$ cat src/hdl/uf_pkg.sv
// ----------------------------------------------------------------------------
// uf_pkg
// shared types and constants of the disjoint-set engine
// ----------------------------------------------------------------------------
package uf_pkg;

  localparam int NODES  = 1024;
  localparam int IDX_W  = $clog2(NODES);
  localparam int STEP_W = $clog2(NODES + 1);
  localparam int ELEM_W = 10;
  localparam int RANK_W = 4;

  localparam logic [RANK_W-1:0] RANK_MAX = '1;

  // operation codes
  localparam logic [1:0] MODE_MAKE_SET = 2'd0;
  localparam logic [1:0] MODE_FIND     = 2'd1;
  localparam logic [1:0] MODE_UNION    = 2'd2;

  typedef enum logic [2:0] {
    S_IDLE,
    S_WALK_UP,
    S_WALK_GP,
    S_RANK_A,
    S_RANK_B,
    S_FINISH
  } state_t;

  typedef struct packed {
    logic             we;
    logic [IDX_W-1:0] addr;
    logic [IDX_W-1:0] data;
  } par_wr_t;

  typedef struct packed {
    logic              we;
    logic [IDX_W-1:0]  addr;
    logic [RANK_W-1:0] data;
  } rank_wr_t;

  typedef struct packed {
    logic              valid;
    logic [ELEM_W-1:0] root;
    logic              merged;
  } result_t;

endpackage

$ cat src/hdl/uf_if.sv
// ----------------------------------------------------------------------------
// uf_if
// request and response channels of the disjoint-set engine
// ----------------------------------------------------------------------------
interface uf_req_if;
  import uf_pkg::*;

  logic              valid;
  logic              ready;
  logic [1:0]        mode;
  logic [ELEM_W-1:0] first_element;
  logic [ELEM_W-1:0] second_element;

  modport source (output valid, output mode, output first_element, output second_element,
                  input ready);
  modport sink   (input valid, input mode, input first_element, input second_element,
                  output ready);
endinterface


$ cat src/hdl/uf_ctrl.sv
// ----------------------------------------------------------------------------
// uf_ctrl
// sequencer: root walks with path halving, rank compare and link
// ----------------------------------------------------------------------------
module uf_ctrl (
  input  logic                     clk,
  input  logic                     rst,
  uf_req_if.sink                   req,
  input  logic [uf_pkg::IDX_W-1:0]  par_rdata,
  input  logic [uf_pkg::RANK_W-1:0] rank_rdata,
  output logic [uf_pkg::IDX_W-1:0]  par_raddr,
  output logic [uf_pkg::IDX_W-1:0]  rank_raddr,
  output uf_pkg::par_wr_t          par_wr,
  output uf_pkg::rank_wr_t         rank_wr,
  output uf_pkg::result_t          res,
  input  logic                     res_ready
);
  import uf_pkg::*;

  state_t            state;
  state_t            state_next;
  logic [IDX_W-1:0]  e;
  logic [IDX_W-1:0]  b_idx;
  logic [IDX_W-1:0]  ra;
  logic [RANK_W-1:0] rank_a;
  logic [STEP_W-1:0] steps;
  logic              is_union;
  logic              phase;
  logic [ELEM_W-1:0] res_root;
  logic              res_merged;

  logic              accept;
  logic [IDX_W-1:0]  a_in;
  logic [IDX_W-1:0]  b_in;
  logic              walk_done;

  assign accept    = req.valid && req.ready;
  assign a_in      = req.first_element[IDX_W-1:0];
  assign b_in      = req.second_element[IDX_W-1:0];
  assign walk_done = (steps == STEP_W'(NODES)) || (par_rdata == e);
  assign req.ready = (state == S_IDLE);

  assign res.valid  = (state == S_FINISH);
  assign res.root   = res_root;
  assign res.merged = res_merged;

  // next state
  always_comb begin
    state_next = state;
    unique case (state)
      S_IDLE: begin
        if (accept) begin
          if ((req.mode == MODE_FIND) || (req.mode == MODE_UNION)) begin
            state_next = S_WALK_UP;
          end else begin
            state_next = S_FINISH;
          end
        end
      end
      S_WALK_UP: begin
        if (!walk_done) begin
          state_next = S_WALK_GP;
        end else if (!is_union) begin
          state_next = S_FINISH;
        end else if (!phase) begin
          state_next = S_WALK_UP;
        end else if (e == ra) begin
          state_next = S_FINISH;
        end else begin
          state_next = S_RANK_A;
        end
      end
      S_WALK_GP: state_next = S_WALK_UP;
      S_RANK_A:  state_next = S_RANK_B;
      S_RANK_B:  state_next = S_FINISH;
      S_FINISH: begin
        if (res_ready) begin
          state_next = S_IDLE;
        end
      end
      default:   state_next = S_IDLE;
    endcase
  end

  // memory port control
  always_comb begin
    par_raddr  = e;
    rank_raddr = ra;
    par_wr     = '0;
    rank_wr    = '0;
    unique case (state)
      S_IDLE: begin
        par_raddr = a_in;
        if (accept && (req.mode == MODE_MAKE_SET)) begin
          par_wr  = '{we: 1'b1, addr: a_in, data: a_in};
          rank_wr = '{we: 1'b1, addr: a_in, data: '0};
        end
      end
      S_WALK_UP: begin
        if (!walk_done) begin
          par_raddr = par_rdata;
        end else if (is_union && !phase) begin
          par_raddr = b_idx;
        end
      end
      S_WALK_GP: begin
        // halve: point e at its grandparent and fetch the next parent
        par_wr    = '{we: 1'b1, addr: e, data: par_rdata};
        par_raddr = par_rdata;
      end
      S_RANK_A: rank_raddr = e;
      S_RANK_B: begin
        if (rank_a < rank_rdata) begin
          par_wr = '{we: 1'b1, addr: ra, data: e};
        end else begin
          par_wr = '{we: 1'b1, addr: e, data: ra};
          if ((rank_a == rank_rdata) && (rank_a != RANK_MAX)) begin
            rank_wr = '{we: 1'b1, addr: ra, data: rank_a + 1'b1};
          end
        end
      end
      S_FINISH: ;
      default: ;
    endcase
  end

  always_ff @(posedge clk) begin
    if (rst) begin
      state <= S_IDLE;
    end else begin
      state <= state_next;
    end
  end

  // datapath registers
  always_ff @(posedge clk) begin
    unique case (state)
      S_IDLE: begin
        if (accept) begin
          is_union   <= (req.mode == MODE_UNION);
          phase      <= 1'b0;
          steps      <= '0;
          e          <= a_in;
          b_idx      <= b_in;
          res_merged <= 1'b0;
          res_root   <= (req.mode == MODE_MAKE_SET) ? ELEM_W'(a_in) : '0;
        end
      end
      S_WALK_UP: begin
        if (walk_done) begin
          if (!is_union) begin
            res_root <= ELEM_W'(e);
          end else if (!phase) begin
            ra    <= e;
            e     <= b_idx;
            phase <= 1'b1;
            steps <= '0;
          end else begin
            res_root <= ELEM_W'(ra);
          end
        end
      end
      S_WALK_GP: begin
        e     <= par_rdata;
        steps <= steps + 1'b1;
      end
      S_RANK_A: rank_a <= rank_rdata;
      S_RANK_B: begin
        res_merged <= 1'b1;
        res_root   <= (rank_a < rank_rdata) ? ELEM_W'(e) : ELEM_W'(ra);
      end
      S_FINISH: ;
      default: ;
    endcase
  end

`ifndef SYNTHESIS
  a_gp_follows_up: assert property (@(posedge clk) disable iff (rst)
    (state == S_WALK_GP) |-> ($past(state) == S_WALK_UP))
    else $error("grandparent step without parent step");

  a_link_distinct: assert property (@(posedge clk) disable iff (rst)
    (state == S_RANK_B) |-> (e != ra))
    else $error("link of a root to itself");

  a_par_write_src: assert property (@(posedge clk) disable iff (rst)
    par_wr.we |-> ((state == S_WALK_GP) || (state == S_RANK_B) ||
                   ((state == S_IDLE) && accept && (req.mode == MODE_MAKE_SET))))
    else $error("unexpected parent table write");

  a_step_bound: assert property (@(posedge clk) disable iff (rst)
    ((state == S_WALK_UP) || (state == S_WALK_GP)) |-> (steps <= STEP_W'(NODES)))
    else $error("walk step count beyond bound");

  a_merge_from_link: assert property (@(posedge clk) disable iff (rst)
    ((state == S_FINISH) && res_merged) |-> is_union)
    else $error("merge flagged on a non-union item");
`endif

endmodule

$ cat src/flat_wrapper.sv
// flat-port wrapper written by rule: the top's interface ports become plain ports
module uf_ctrl_flat import uf_pkg::*;
  (clk, rst, par_rdata, rank_rdata, par_raddr, rank_raddr, par_wr, rank_wr, res, res_ready, req_valid, req_mode, req_first_element, req_second_element, req_ready);
  uf_req_if req_i ();
  input  logic clk;
  input  logic rst;
  input  logic [uf_pkg::IDX_W-1:0] par_rdata;
  input  logic [uf_pkg::RANK_W-1:0] rank_rdata;
  output logic [uf_pkg::IDX_W-1:0] par_raddr;
  output logic [uf_pkg::IDX_W-1:0] rank_raddr;
  output uf_pkg::par_wr_t par_wr;
  output uf_pkg::rank_wr_t rank_wr;
  output uf_pkg::result_t res;
  input  logic res_ready;
  input wire logic [$bits(req_i.valid)-1:0] req_valid;
  input wire logic [$bits(req_i.mode)-1:0] req_mode;
  input wire logic [$bits(req_i.first_element)-1:0] req_first_element;
  input wire logic [$bits(req_i.second_element)-1:0] req_second_element;
  output wire logic [$bits(req_i.ready)-1:0] req_ready;
  assign req_i.valid = req_valid;
  assign req_i.mode = req_mode;
  assign req_i.first_element = req_first_element;
  assign req_i.second_element = req_second_element;
  assign req_ready = req_i.ready;
  uf_ctrl u_core (.clk(clk), .rst(rst), .req(req_i), .par_rdata(par_rdata), .rank_rdata(rank_rdata), .par_raddr(par_raddr), .rank_raddr(rank_raddr), .par_wr(par_wr), .rank_wr(rank_wr), .res(res), .res_ready(res_ready));
endmodule
$ cat config.mk
export PLATFORM = sky130hd
export DESIGN_NAME = uf_ctrl_flat
export DESIGN_NICKNAME = d
export VERILOG_FILES = /design/src/hdl/uf_pkg.sv /design/src/hdl/uf_if.sv /design/src/hdl/uf_ctrl.sv /design/src/flat_wrapper.sv
export SDC_FILE = /design/constraint.sdc
export NUM_CORES = 1
export LEC_CHECK = 0
export BUFFER_PORTS_ARGS = -buffer_cell sky130_fd_sc_hd__buf_2
export CORE_UTILIZATION = 59
export CTS_CLUSTER_SIZE = 30
export DETAILED_ROUTE_END_ITERATION = 12
export PLACE_DENSITY = 0.9
export SLEW_MARGIN = 20
export SYNTH_ARGS = -nofsm -noshare
export SYNTH_HDL_FRONTEND = slang
export SYNTH_SLANG_ARGS = --single-unit
$ cat constraint.sdc
create_clock -name clk -period 8.85 [get_ports clk]
set_clock_uncertainty 0.15 [all_clocks]
set_input_delay 1.77 -clock clk [delete_from_list [all_inputs] [get_ports clk]]
set_output_delay 1.77 -clock clk [all_outputs]
set_load 0.01 [all_outputs]
==> results of run 1 <==
[worst paths after layout]
kind / slack [ns] / startpoint / cells past startpoint / end
hold / removal: 0.44 / u_core.b_idx[9]$_DFFE_PP_ / 2 / u_core.e[9]$_DFFE_PP_
hold reg to reg: 0.44 / u_core.b_idx[9]$_DFFE_PP_ / 2 / u_core.e[9]$_DFFE_PP_
setup / recovery: 2.43 / rank_rdata[1] / 10 / par_wr[17]
setup reg to reg: 5.63 / u_core.is_union$_DFFE_PP_ / 3 / u_core.e[5]$_DFFE_PP_
[cells in the final DEF, fill, tap and decap left out, drive strengths merged, types with 2 or more instances in the layout]
cell,netlist,layout
or2,2,2
mux2i,22,22
nand2,62,62
o21a,4,4
or3b,2,2
nor2b,2,2
nor3,5,5
a211o,10,10
o21bai,2,2
dfxtp,3,3
and2,16,16
edfxtp,58,58
a22oi,10,10
ha,9,9
nand3,6,6
o21ai,14,14
a21o,12,12
nand4,5,5
nor2,21,21
a21oi,4,4
a221o,29,29
xor2,13,13
xnor2,19,19
and3,6,6
nor4,4,4
clkinv,1,3
clkinvlp,0,3
nand2b,2,2
mux2,29,29
inv,12,13
buf,18,110
clkbuf,17,9
[layout make-up]
class / count / area (sq um)
Inverter: 13 / 48.8
Timing Repair Buffer: 110 / 556
Sequential cell: 61 / 1800
Tap cell: 99 / 124
Multi-Input combinational cell: 320 / 2340
Clock inverter: 7 / 73.8
Clock buffer: 9 / 124
Fill cell: 543 / 2180
[metrics by stage]
stage	cell area, sq um	instances	utilization (%)	total power (W)
detailed placement	4870	603	67.1	0.000684
finish	5070	619	69.9	0.000936
floorplan	4420	430	-	0.000606
global placement	4870	603	67.1	0.000674
CTS	5060	619	69.8	0.000931
global route	5070	619	69.9	0.000976
[flip-flops by register name (all words and copies together), names as in the netlist]
name               cells
u_core.b_idx          10
u_core.e              10
u_core.is_union        1
u_core.phase           1
u_core.ra             10
u_core.rank_a          4
u_core.res_merged      1
u_core.res_root       10
u_core.state           3
u_core.steps          11
[power by group through the flow]
stage / clock [W] / combinational, W / sequential [W]
2_1_floorplan: 0 / 0.000216 / 0.000390
3_3_place_gp: 0 / 0.000264 / 0.000410
6_report: 0.000250 / 0.000277 / 0.000409
3_5_place_dp: 0 / 0.000272 / 0.000413
5_1_grt: 0.000262 / 0.000301 / 0.000413
4_1_cts: 0.000250 / 0.000274 / 0.000407
[tightest hold or removal path, stage by stage (launching register included)]
cell,delay [ns]
edfxtp_1,0.35
a22oi_1,0.08
nand2_1,0.06
[cell families (layout without fill, tap and decap cells)]
kind of cell	count (synthesis)	count (layout)	synth area share, %
AOI/OAI and AO/OA	90	90	16.3
xor gates and xnor gates	32	32	6.34
adders and majority gates	9	9	2.55
buffers and inverters	49	139	6.45
DFF	61	61	40.8
muxes	51	51	12.4
and+or+nand+nor	138	138	15.2
[routing by layer]
layer,GRT usage [%],share of wire (%)
met1,39.8,40
met4,12.2,2.5
met3,6.44,10
met2,48.7,47
met5,0,0
==> impl_results.md, run 1 <==
* CP most frequent cell: buf_2
* Vias/cell at 6.30
* Die H at 88.5 um
* PD cells at 184 mW/mm^2
* Post-route clock period utilization at 72.5%
* Width of the chip at 88.5 um
* CP Data Arrival Time at 4.50 ns
* Endpoints failing hold at 0
* FFs w/ async S/R, synth at 0%
* Reg clk slew, reported paths at 0.07 ns
* Initial antenna violation count at 0
* Startpoint types: primary input
* Routed wire length at 11,800 um
* Crit path capture type: output pin
* Final GP Congestion at 0.875
* Sequential area share after synthesis at 40.8%
* Core Area at 0.00725 sq mm
* Critical path's slowest cell: a21oi_2
* Max IR drop VDD at 0.0000999 V
* Post-synth top cells: nand2_1, edfxtp_1, mux2_2, a221o_1, mux2i_1
* Dominant cell by count in the synthesized netlist: nand2_1
* Tightest Pin Transition at 1.13 ns
* Fin crit period at 6.42 ns
* Largest net degree at the start of global routing at 28
* Tot GR Track Use at 30.2%
* TritonCTS clock tree: yes
* Clock share of power at 26.7%
* # DRC at 0
* Combinational share of power at 29.6%
* Site row count at 31
* Crit-path leading delay family: compound AO/OA/AOI/OAI gates
* 1st-pass router iterations at 5
* Netlist cell types at 53
* Synth warn at 0
* CTS Buffer Depth at 2
* Count of input and output buffers at 108
* DPL Wire Length at 8370 um
* Relative slew slack at 24.5%
* Vias in the first global route at 3,610
* PostCTS Resize Cnt at 0
* IO Pins at 109
* Setup_tns at 0 ns
* Initial Utilization at 60.9%
* Clock Latency Late Sink at 0.35 ns
* DP Worst Slack at 2.49 ns
* Full die area at 0.00784 sq mm
* Req. time, crit path at 6.93 ns
* Final worst slack at 2.43 ns
* Mapped Avg Cell Area at 10.3 sq um
* Mapped Area at 0.00442 sq mm
* Synth area leader: edfxtp_1
* Avg WL per Cell at 19.0 um
* Layout net count at 564
* Setup-failing EPs final at 0
* CP max FO at 16
* # clock sinks at 61
* Synthesized flop and latch total at 61
* Crit path cell chain: buf_2, inv_1, ha_1, nor2b_1, o21ai_0, nand2b_1, a21oi_2, o21ai_1, a221o_2, buf_2
* Final Max Slew Viols at 0
* Quantity of hold-fixing buffers added after cts at 0
* CP peak stage delay at 0.78 ns
* Unrepaired setup endpoints after global routing: no
* Cell internal pwr at 0.000617 W
* Max-Cap Viols at 0
* Post-synth EDFFs at 58
* Post-CTS Setup Inserts at 0
* Net Count, Synth at 479
* Sw Ratio at 34.1%
* Ys flop type: edfxtp_1
* Starting DRT DRC Count at 493
* First-pass GRT wire length at 17,600 um
* Min-Delay Path Class: flip-flop to flip-flop
* LEAKAGE at 2.28 nW
* Number of diodes at 0
* Flop pwr share at 43.7%
* H-tree depth at 3
* WP buf/inv at 3
* Outcome: completed
* Clock root buffer: clkbuf_8
* Setup CP Type: primary input to output pin
* Antenna-violating nets left at 0
* Num CTS Buffers at 9
* Synth top area share at 39.4%
* Synth top area cells: edfxtp_1, mux2_2, a221o_1, nand2_1, mux2i_1
* Layout area overhead at 14.8%
* Layout cell share with drive strength beyond 1 at 31.3%
* Post-Syn Instances at 430
* Grt ovf at 0
* Fin Hold WS at 0.442 ns
* Max frequency at 156 MHz
* Vias at 3,901
* Net switching power at 0.000319 W
No activity file was read; power rests on OpenSTA's default activity.
==> run 2: changes to the inputs <==
--- a/config.mk
+++ b/config.mk
@@ -5,11 +5,12 @@
 export SDC_FILE = /design/constraint.sdc
 export NUM_CORES = 1
 export LEC_CHECK = 0
+export ABC_AREA = 1
 export BUFFER_PORTS_ARGS = -buffer_cell sky130_fd_sc_hd__buf_2
-export CORE_UTILIZATION = 59
+export CORE_UTILIZATION = 54
 export CTS_CLUSTER_SIZE = 30
 export DETAILED_ROUTE_END_ITERATION = 12
-export PLACE_DENSITY = 0.9
+export PLACE_DENSITY = 0.84
 export SLEW_MARGIN = 20
 export SYNTH_ARGS = -nofsm -noshare
 export SYNTH_HDL_FRONTEND = slang
==> constraint.sdc (replaced) <==
create_clock -name clk -period 6.4 [get_ports clk]
set_clock_uncertainty 0.15 [all_clocks]
set_input_delay 1.28 -clock clk [delete_from_list [all_inputs] [get_ports clk]]
set_output_delay 1.28 -clock clk [all_outputs]
set_load 0.01 [all_outputs]
==> run 2 against run 1 <==
Net effect:
- flip-flop and latch count unchanged
- critical path type unchanged
- largest power group is now combinational cells
- first-iteration DRC count rose by 34%
- via count up 18%
- largest cell class unchanged
- area after synthesis decreased by 4.1%
- non-clock buffer count is 4 higher
- final area down 0.72%
- die area up 4.7%
- clock power grew 37%
- global-route usage is 1.4 points higher
- register-to-register slack lost 2.9 ns
==> impl_results.md, run 2 <==
* Layout cell share with drive strength beyond 1 at 22.9% (-8.4 points)
* Fin Hold WS at 0.455 ns (+0.0125 ns)
* Fin crit period at 4.90 ns
* Initial Utilization at 57.2% (-3.7 points)
* Setup_tns at 0 ns (unchanged)
* Starting DRT DRC Count at 662 (+34%)
* CP max FO at 41 (+25)
* Relative slew slack at 20.7% (-3.8 points)
* Num CTS Buffers at 9 (unchanged)
* Min-Delay Path Class: flip-flop to flip-flop
* DPL Wire Length at 9120 um (+8.9%)
* Post-synth EDFFs at 58 (unchanged)
* Mapped Area at 0.00424 sq mm (-4.1%)
* Netlist cell types at 32 (-40%)
* Width of the chip at 90.6 um (+2.3%)
* Largest net degree at the start of global routing at 42 (+50%)
* Routed wire length at 12,900 um (+9.3%)
* Synthesized flop and latch total at 61 (unchanged)
* Final GP Congestion at 0.941 (+7.6%)
* R2R Path End: u_core.steps[9]$_SDFFCE_PP0P_
* Setup CP Type: primary input to output pin
* Overall Power at 0.00190 W (+100%)
* Register-to-Register Path Depth at 8 (+5)
* Clock Latency Late Sink at 0.35 ns (about the same)
* Commonest non-fill, non-tap cell in the layout: nand2_1
* Max-Cap Viols at 0 (unchanged)
* Most frequent cells in the layout: nand2_1, buf_2, o21ai_0
* Count of input and output buffers at 108 (unchanged)
* Worst Hold Launch: u_core.steps[0]$_SDFFCE_PP0P_
* Mapped Avg Cell Area at 7.38 sq um (-28%)
* LEAKAGE at 2.36 nW (+3.6%)
* Max reg flops at 11 (unchanged)
* FFs w/ async S/R, synth at 0% (unchanged)
* Final Max Slew Viols at 0 (unchanged)
* Tot GR Track Use at 31.6% (+1.4 points)
* Synth top area share at 41.1% (+1.7 points)
* Startpoint types: primary input
* Sequential area share after synthesis at 42.5% (+1.7 points)
* First-pass GRT wire length at 20,500 um (+17%)
* Outcome: completed
* Endpoints failing hold at 0 (unchanged)
* Initial antenna violation count at 0 (unchanged)
* Reg2reg start: u_core.state[2]$_SDFFE_PP0P_
* Die H at 90.6 um (+2.3%)
* Unrepaired setup endpoints after global routing: no
* Full die area at 0.00821 sq mm (+4.7%)
* Setup-failing EPs final at 0 (unchanged)
* Dominant cell by count in the synthesized netlist: nand2_1
* Synth warn at 0 (unchanged)
* Worst hold stages at 1 (-1)
* Quantity of hold-fixing buffers added after cts at 0 (unchanged)
* Ys flop type: edfxtp_1
* Antenna-violating nets left at 0 (unchanged)
* Synth area leader: edfxtp_1
* Req. time, crit path at 4.97 ns (-1.96 ns)
* CTS Buffer Depth at 2 (unchanged)
* # DRC at 0 (unchanged)
* Post-Syn Instances at 574 (+33%)
* Post-synth top cells: nand2_1, o21ai_0, inv_1, edfxtp_1, nor2_1
* Grt ovf at 0 (unchanged)
* Max frequency at 204 MHz
* Crit path capture type: output pin
* Net Count, Synth at 623 (+30%)
* PostCTS Resize Cnt at 0 (unchanged)
* TritonCTS clock tree: yes
* # clock sinks at 61 (unchanged)
* Vias/cell at 5.91 (-6.3%)
* Vias at 4,601 (+18%)
* 1st-pass router iterations at 6 (+1)
* CP Data Arrival Time at 3.47 ns (-1.03 ns)
* Number of diodes at 0 (unchanged)
* Max IR drop VDD at 0.000267 V (+170%)
* Area after DPL at 0.00484 sq mm (-0.49%)
* Tightest Pin Transition at 1.19 ns (+0.0547 ns)
* Layout area overhead at 18.8%
* Biggest register: u_core.steps
* Avg WL per Cell at 16.5 um (-13%)
* R2R setup slack at 2.73 ns (-2.90 ns)
* Post-CTS Setup Inserts at 0 (unchanged)
* Worst hold endpoint: u_core.steps[0]$_SDFFCE_PP0P_
* H-tree depth at 3 (unchanged)
* Clock root buffer: clkbuf_8
* IO Pins at 109 (unchanged)
* Finished layout cell area at 0.00503 sq mm (-0.72%)
* Core Area at 0.00741 sq mm (+2.1%)
* Post-route clock period utilization at 76.5%
* PD cells at 377 mW/mm^2 (+100%)
* Site row count at 31 (unchanged)
* Synth top area cells: edfxtp_1, nand2_1, o21ai_0, inv_1, o211ai_1
* Reg clk slew, reported paths at 0.07 ns (about the same)
* Layout net count at 724 (+28%)
* Vias in the first global route at 4,269 (+18%)
[run 2: area by class of cell]
type | instances | area, sq um
Clock buffer | 9 | 124
Clock inverter | 7 | 66.3
Fill cell | 617 | 2370
Inverter | 75 | 282
Multi-Input combinational cell | 414 | 2050
Sequential cell | 61 | 1800
Tap cell | 99 | 124
Timing Repair Buffer | 114 | 586
[run 2: worst max-delay path, stage by stage]
cell and delay, ns:
buf_2 0.09, inv_1 0.04, ha_1 0.28, inv_1 0.04
nor2_1 0.08, o211ai_1 0.09, nand2_1 0.07, buf_4 0.35
nand3_1 0.57, o21ai_0 0.40, buf_2 0.18
[run 2: how the worst max path moves through the flow]
stage	from	to	slack, ns	cells after the start
final	rank_rdata[1]	rank_wr[8]	1.50	11
after CTS	rank_rdata[1]	rank_wr[8]	1.59	11
after floorplan	rank_rdata[1]	rank_wr[10]	2.46	9
after detailed placement	rank_rdata[1]	rank_wr[8]	1.59	11
after global placement	rank_rdata[1]	rank_wr[10]	1.72	11
after global routing	rank_rdata[1]	rank_wr[8]	1.32	11
[run 2: cell families after synthesis]
logic type / after synthesis / synth area share [%]
compound gates: 134 / 18.4
xor+xnor: 6 / 1.24
fa+ha+maj: 9 / 2.66
buf+inv: 99 / 9.12
flops: 61 / 42.5
simple gates: 265 / 26.1
[run 2: per-stage QoR]
| stage | util (%) | worst slack, ns | cells |
|---|---|---|---|
| 5_1_grt | 68.0 | 1.32 | 779 |
| 3_3_place_gp | 65.4 | 1.72 | 763 |
| 2_1_floorplan | - | 2.46 | 574 |
| 4_1_cts | 67.9 | 1.59 | 779 |
| 3_5_place_dp | 65.4 | 1.59 | 763 |
| 6_report | 68.0 | 1.50 | 779 |
[run 2: power by group]
part / internal (W) / switching (W)
clock network: 0.000178 / 0.000165
logic: 0.000266 / 0.000558
registers: 0.000609 / 0.000120
total: 0.00105 / 0.000844
[run 2: per-layer routing]
metal,wire (um),track usage (%),vias up
met3,1460,7.07,42
met4,360,12.9,0
met5,0,0,-
met1,5280,42.3,2095
li1,-,-,2145
met2,5770,49.6,319
==> run 3: changes to the inputs <==
--- a/config.mk
+++ b/config.mk
@@ -5,12 +5,12 @@
 export SDC_FILE = /design/constraint.sdc
 export NUM_CORES = 1
 export LEC_CHECK = 0
-export ABC_AREA = 1
+export ABC_AREA = 0
 export BUFFER_PORTS_ARGS = -buffer_cell sky130_fd_sc_hd__buf_2
-export CORE_UTILIZATION = 54
+export CORE_UTILIZATION = 49
 export CTS_CLUSTER_SIZE = 30
 export DETAILED_ROUTE_END_ITERATION = 12
-export PLACE_DENSITY = 0.84
+export PLACE_DENSITY = 0.8
 export SLEW_MARGIN = 20
 export SYNTH_ARGS = -nofsm -noshare
 export SYNTH_HDL_FRONTEND = slang
==> constraint.sdc (replaced) <==
create_clock -name clk -period 4.3 [get_ports clk]
set_clock_uncertainty 0.15 [all_clocks]
set_input_delay 0.86 -clock clk [delete_from_list [all_inputs] [get_ports clk]]
set_output_delay 0.86 -clock clk [all_outputs]
set_load 0.01 [all_outputs]
==> run 3 against run 2 <==
Net effect:
- critical path type unchanged
- register-to-register slack got worse by 1.5 ns
- final area up 1.8%
- largest cell class unchanged
- die area grew 15%
- wire length is 3.1% lower
- utilization is 9.2 points lower
- critical path depth down 1
- sequential share of layout area is 0.63 points lower
- critical endpoint is now par_wr[17]
- via count decreased by 14%
- worst setup slack worse by 1.2 ns
==> impl_results.md, run 3 (synthesized netlist as in run 1, its figures left out) <==
* Tot GR Track Use at 27.0% (-4.7 points)
* R2R Path End: u_core.e[7]$_DFFE_PP_
* Final GP Congestion at 0.870 (-7.6%)
* Relative slew slack at 40.1% (+19 points)
* Outcome: completed
* Setup CP Type: primary input to output pin
* WP buf/inv at 3 (-2)
* Die H at 97.0 um (+7.0%)
* Site row count at 34 (+9.7%)
* CP max FO at 10 (-76%)
* Reg clk slew, reported paths at 0.07 ns (about the same)
* Worst hold stages at 2 (+1)
* Layout area overhead at 16.0%
* R2R setup slack at 1.27 ns (-1.46 ns)
* Layout net count at 573 (-21%)
* LEAKAGE at 2.32 nW (-1.5%)
* Initial Utilization at 50.7% (-6.5 points)
* Starting DRT DRC Count at 338 (-49%)
* Layout cell share with drive strength beyond 1 at 32.4% (+9.4 points)
* Max-Cap Viols at 0 (unchanged)
* Tightest Pin Transition at 0.890 ns (-0.296 ns)
* Startpoint types: primary input
* Max IR drop VDD at 0.000247 V (-7.6%)
* PostCTS Resize Cnt at 0 (unchanged)
* Area after DPL at 0.00494 sq mm (+2.1%)
* Clock Latency Late Sink at 0.34 ns (about the same)
* Number of diodes at 0 (unchanged)
* Antenna-violating nets left at 0 (unchanged)
* Final Max Slew Viols at 0 (unchanged)
* Worst Hold Launch: u_core.b_idx[2]$_DFFE_PP_
* Crit path capture type: output pin
* # DRC at 0 (unchanged)
* Max reg flops at 11 (unchanged)
* DPL Wire Length at 9370 um (+2.8%)
* Vias at 3,956 (-14%)
* Count of input and output buffers at 108 (unchanged)
* H-tree depth at 3 (unchanged)
* PD cells at 374 mW/mm^2 (-0.74%)
* Reg2reg start: u_core.e[3]$_DFFE_PP_
* Core Area at 0.00872 sq mm (+18%)
* Quantity of hold-fixing buffers added after cts at 0 (unchanged)
* Commonest non-fill, non-tap cell in the layout: buf_2
* First-pass GRT wire length at 19,700 um (-3.7%)
* Fin crit period at 4.01 ns
* Setup-failing EPs final at 0 (unchanged)
* Clock root buffer: clkbuf_8
* Unrepaired setup endpoints after global routing: no
* Vias in the first global route at 3,817 (-11%)
* Setup_tns at 0 ns (unchanged)
* TritonCTS clock tree: yes
* Endpoints failing hold at 0 (unchanged)
* Grt ovf at 0 (unchanged)
* Min-Delay Path Class: flip-flop to flip-flop
* Most frequent cells in the layout: buf_2, nand2_1, edfxtp_1
* Num CTS Buffers at 9 (unchanged)
* Post-route clock period utilization at 93.2%
* CTS Buffer Depth at 2 (unchanged)
* Register-to-Register Path Depth at 7 (-1)
* # clock sinks at 61 (unchanged)
* Width of the chip at 97.0 um (+7.0%)
* CP most frequent cell: buf_2
* Worst hold endpoint: u_core.e[2]$_DFFE_PP_
* Max frequency at 249 MHz
* Post-CTS Setup Inserts at 0 (unchanged)
* Critical path's slowest cell: a221o_2
* IO Pins at 109 (unchanged)
* Avg WL per Cell at 19.6 um (+19%)
* Finished layout cell area at 0.00512 sq mm (+1.8%)
* Routed wire length at 12,500 um (-3.1%)
* 1st-pass router iterations at 5 (-1)
* Filler cells at 739 (+20%)
* Full die area at 0.00940 sq mm (+15%)
* Initial antenna violation count at 0 (unchanged)
* Largest net degree at the start of global routing at 25 (-40%)
* CP Data Arrival Time at 3.00 ns (-0.47 ns)
* Biggest register: u_core.steps
* Req. time, crit path at 3.29 ns (-1.68 ns)
* CP peak stage delay at 0.48 ns (-0.09 ns)
* Crit-path leading delay family: compound AO/OA/AOI/OAI gates
* Vias/cell at 6.22 (+5.3%)
* Crit path cell chain: buf_2, inv_1, ha_1, nor2b_1, o21ai_0, nand2b_1, a21oi_2, o21ai_1, a221o_2, buf_2
run 3: cell types whose count changed in the layout (fill, tap and decap cells not counted), sizes merged, moves of 28 or more:
cell	previous run	this run
a21oi	32	4
inv	75	12
mux2	0	29
o21ai	67	14
nand2	172	62
a221o	0	29
run 3: final cells by class:
class	count	area [sq um]	share of cell area, %
Clock buffer	10	128	2.49
Clock inverter	5	52.6	1.03
Inverter	13	48.8	0.952
Multi-Input combinational cell	320	2340	45.6
Sequential cell	61	1800	35.2
Tap cell	108	135	2.64
Timing Repair Buffer	119	623	12.2
run 3: power breakdown:
part           switching (W)  internal, W  leakage (nW)
clock network       0.000228     0.000261        0.0919
registers          0.0000857     0.000750         0.581
logic               0.000329     0.000263          1.65
total               0.000642      0.00127          2.32
run 3: how the worst max path moves through the flow:
stage,slack [ns],startpoint,depth (start not counted),end
final,0.29,rank_rdata[1],10,par_wr[17]
after global routing,0.09,u_core.state[2]$_SDFFE_PP0P_,6,rank_wr[1]
after CTS,0.31,rank_rdata[1],10,par_wr[17]
after detailed placement,0.31,rank_rdata[1],10,par_wr[17]
after global placement,0.40,rank_rdata[1],10,par_wr[17]
after floorplan,0.76,par_rdata[7],6,u_core.e[0]$_DFFE_PP_
run 3: tightest hold or removal path: cells and delay by family, from the launching register on:
kind             cells  cell delay [ns]
AND/OR/NAND/NOR      1             0.06
AO/OA/AOI/OAI        1             0.08
flip-flops           1             0.35
run 3: through the flow:
| step | setup slack (ns) | instances | power [W] | util [%] | hold WS [ns] |
|---|---|---|---|---|---|
| floorplan | 0.756 | 430 | 0.00125 | - | 0.274 |
| global placement | 0.404 | 621 | 0.00141 | 56.7 | 0.420 |
| detailed placement | 0.314 | 621 | 0.00143 | 56.7 | 0.425 |
| CTS | 0.311 | 636 | 0.00192 | 58.8 | 0.447 |
| global route | 0.0926 | 636 | 0.00201 | 58.8 | 0.476 |
| finish | 0.291 | 636 | 0.00192 | 58.8 | 0.449 |
run 3: layer usage:
layer	up-vias	global-route usage, %	routed length, um
met2	238	43.7	5970
li1	1779	-	-
met5	-	0	0
met4	0	13.7	354
met3	34	5.20	1010
met1	1905	34.3	5140
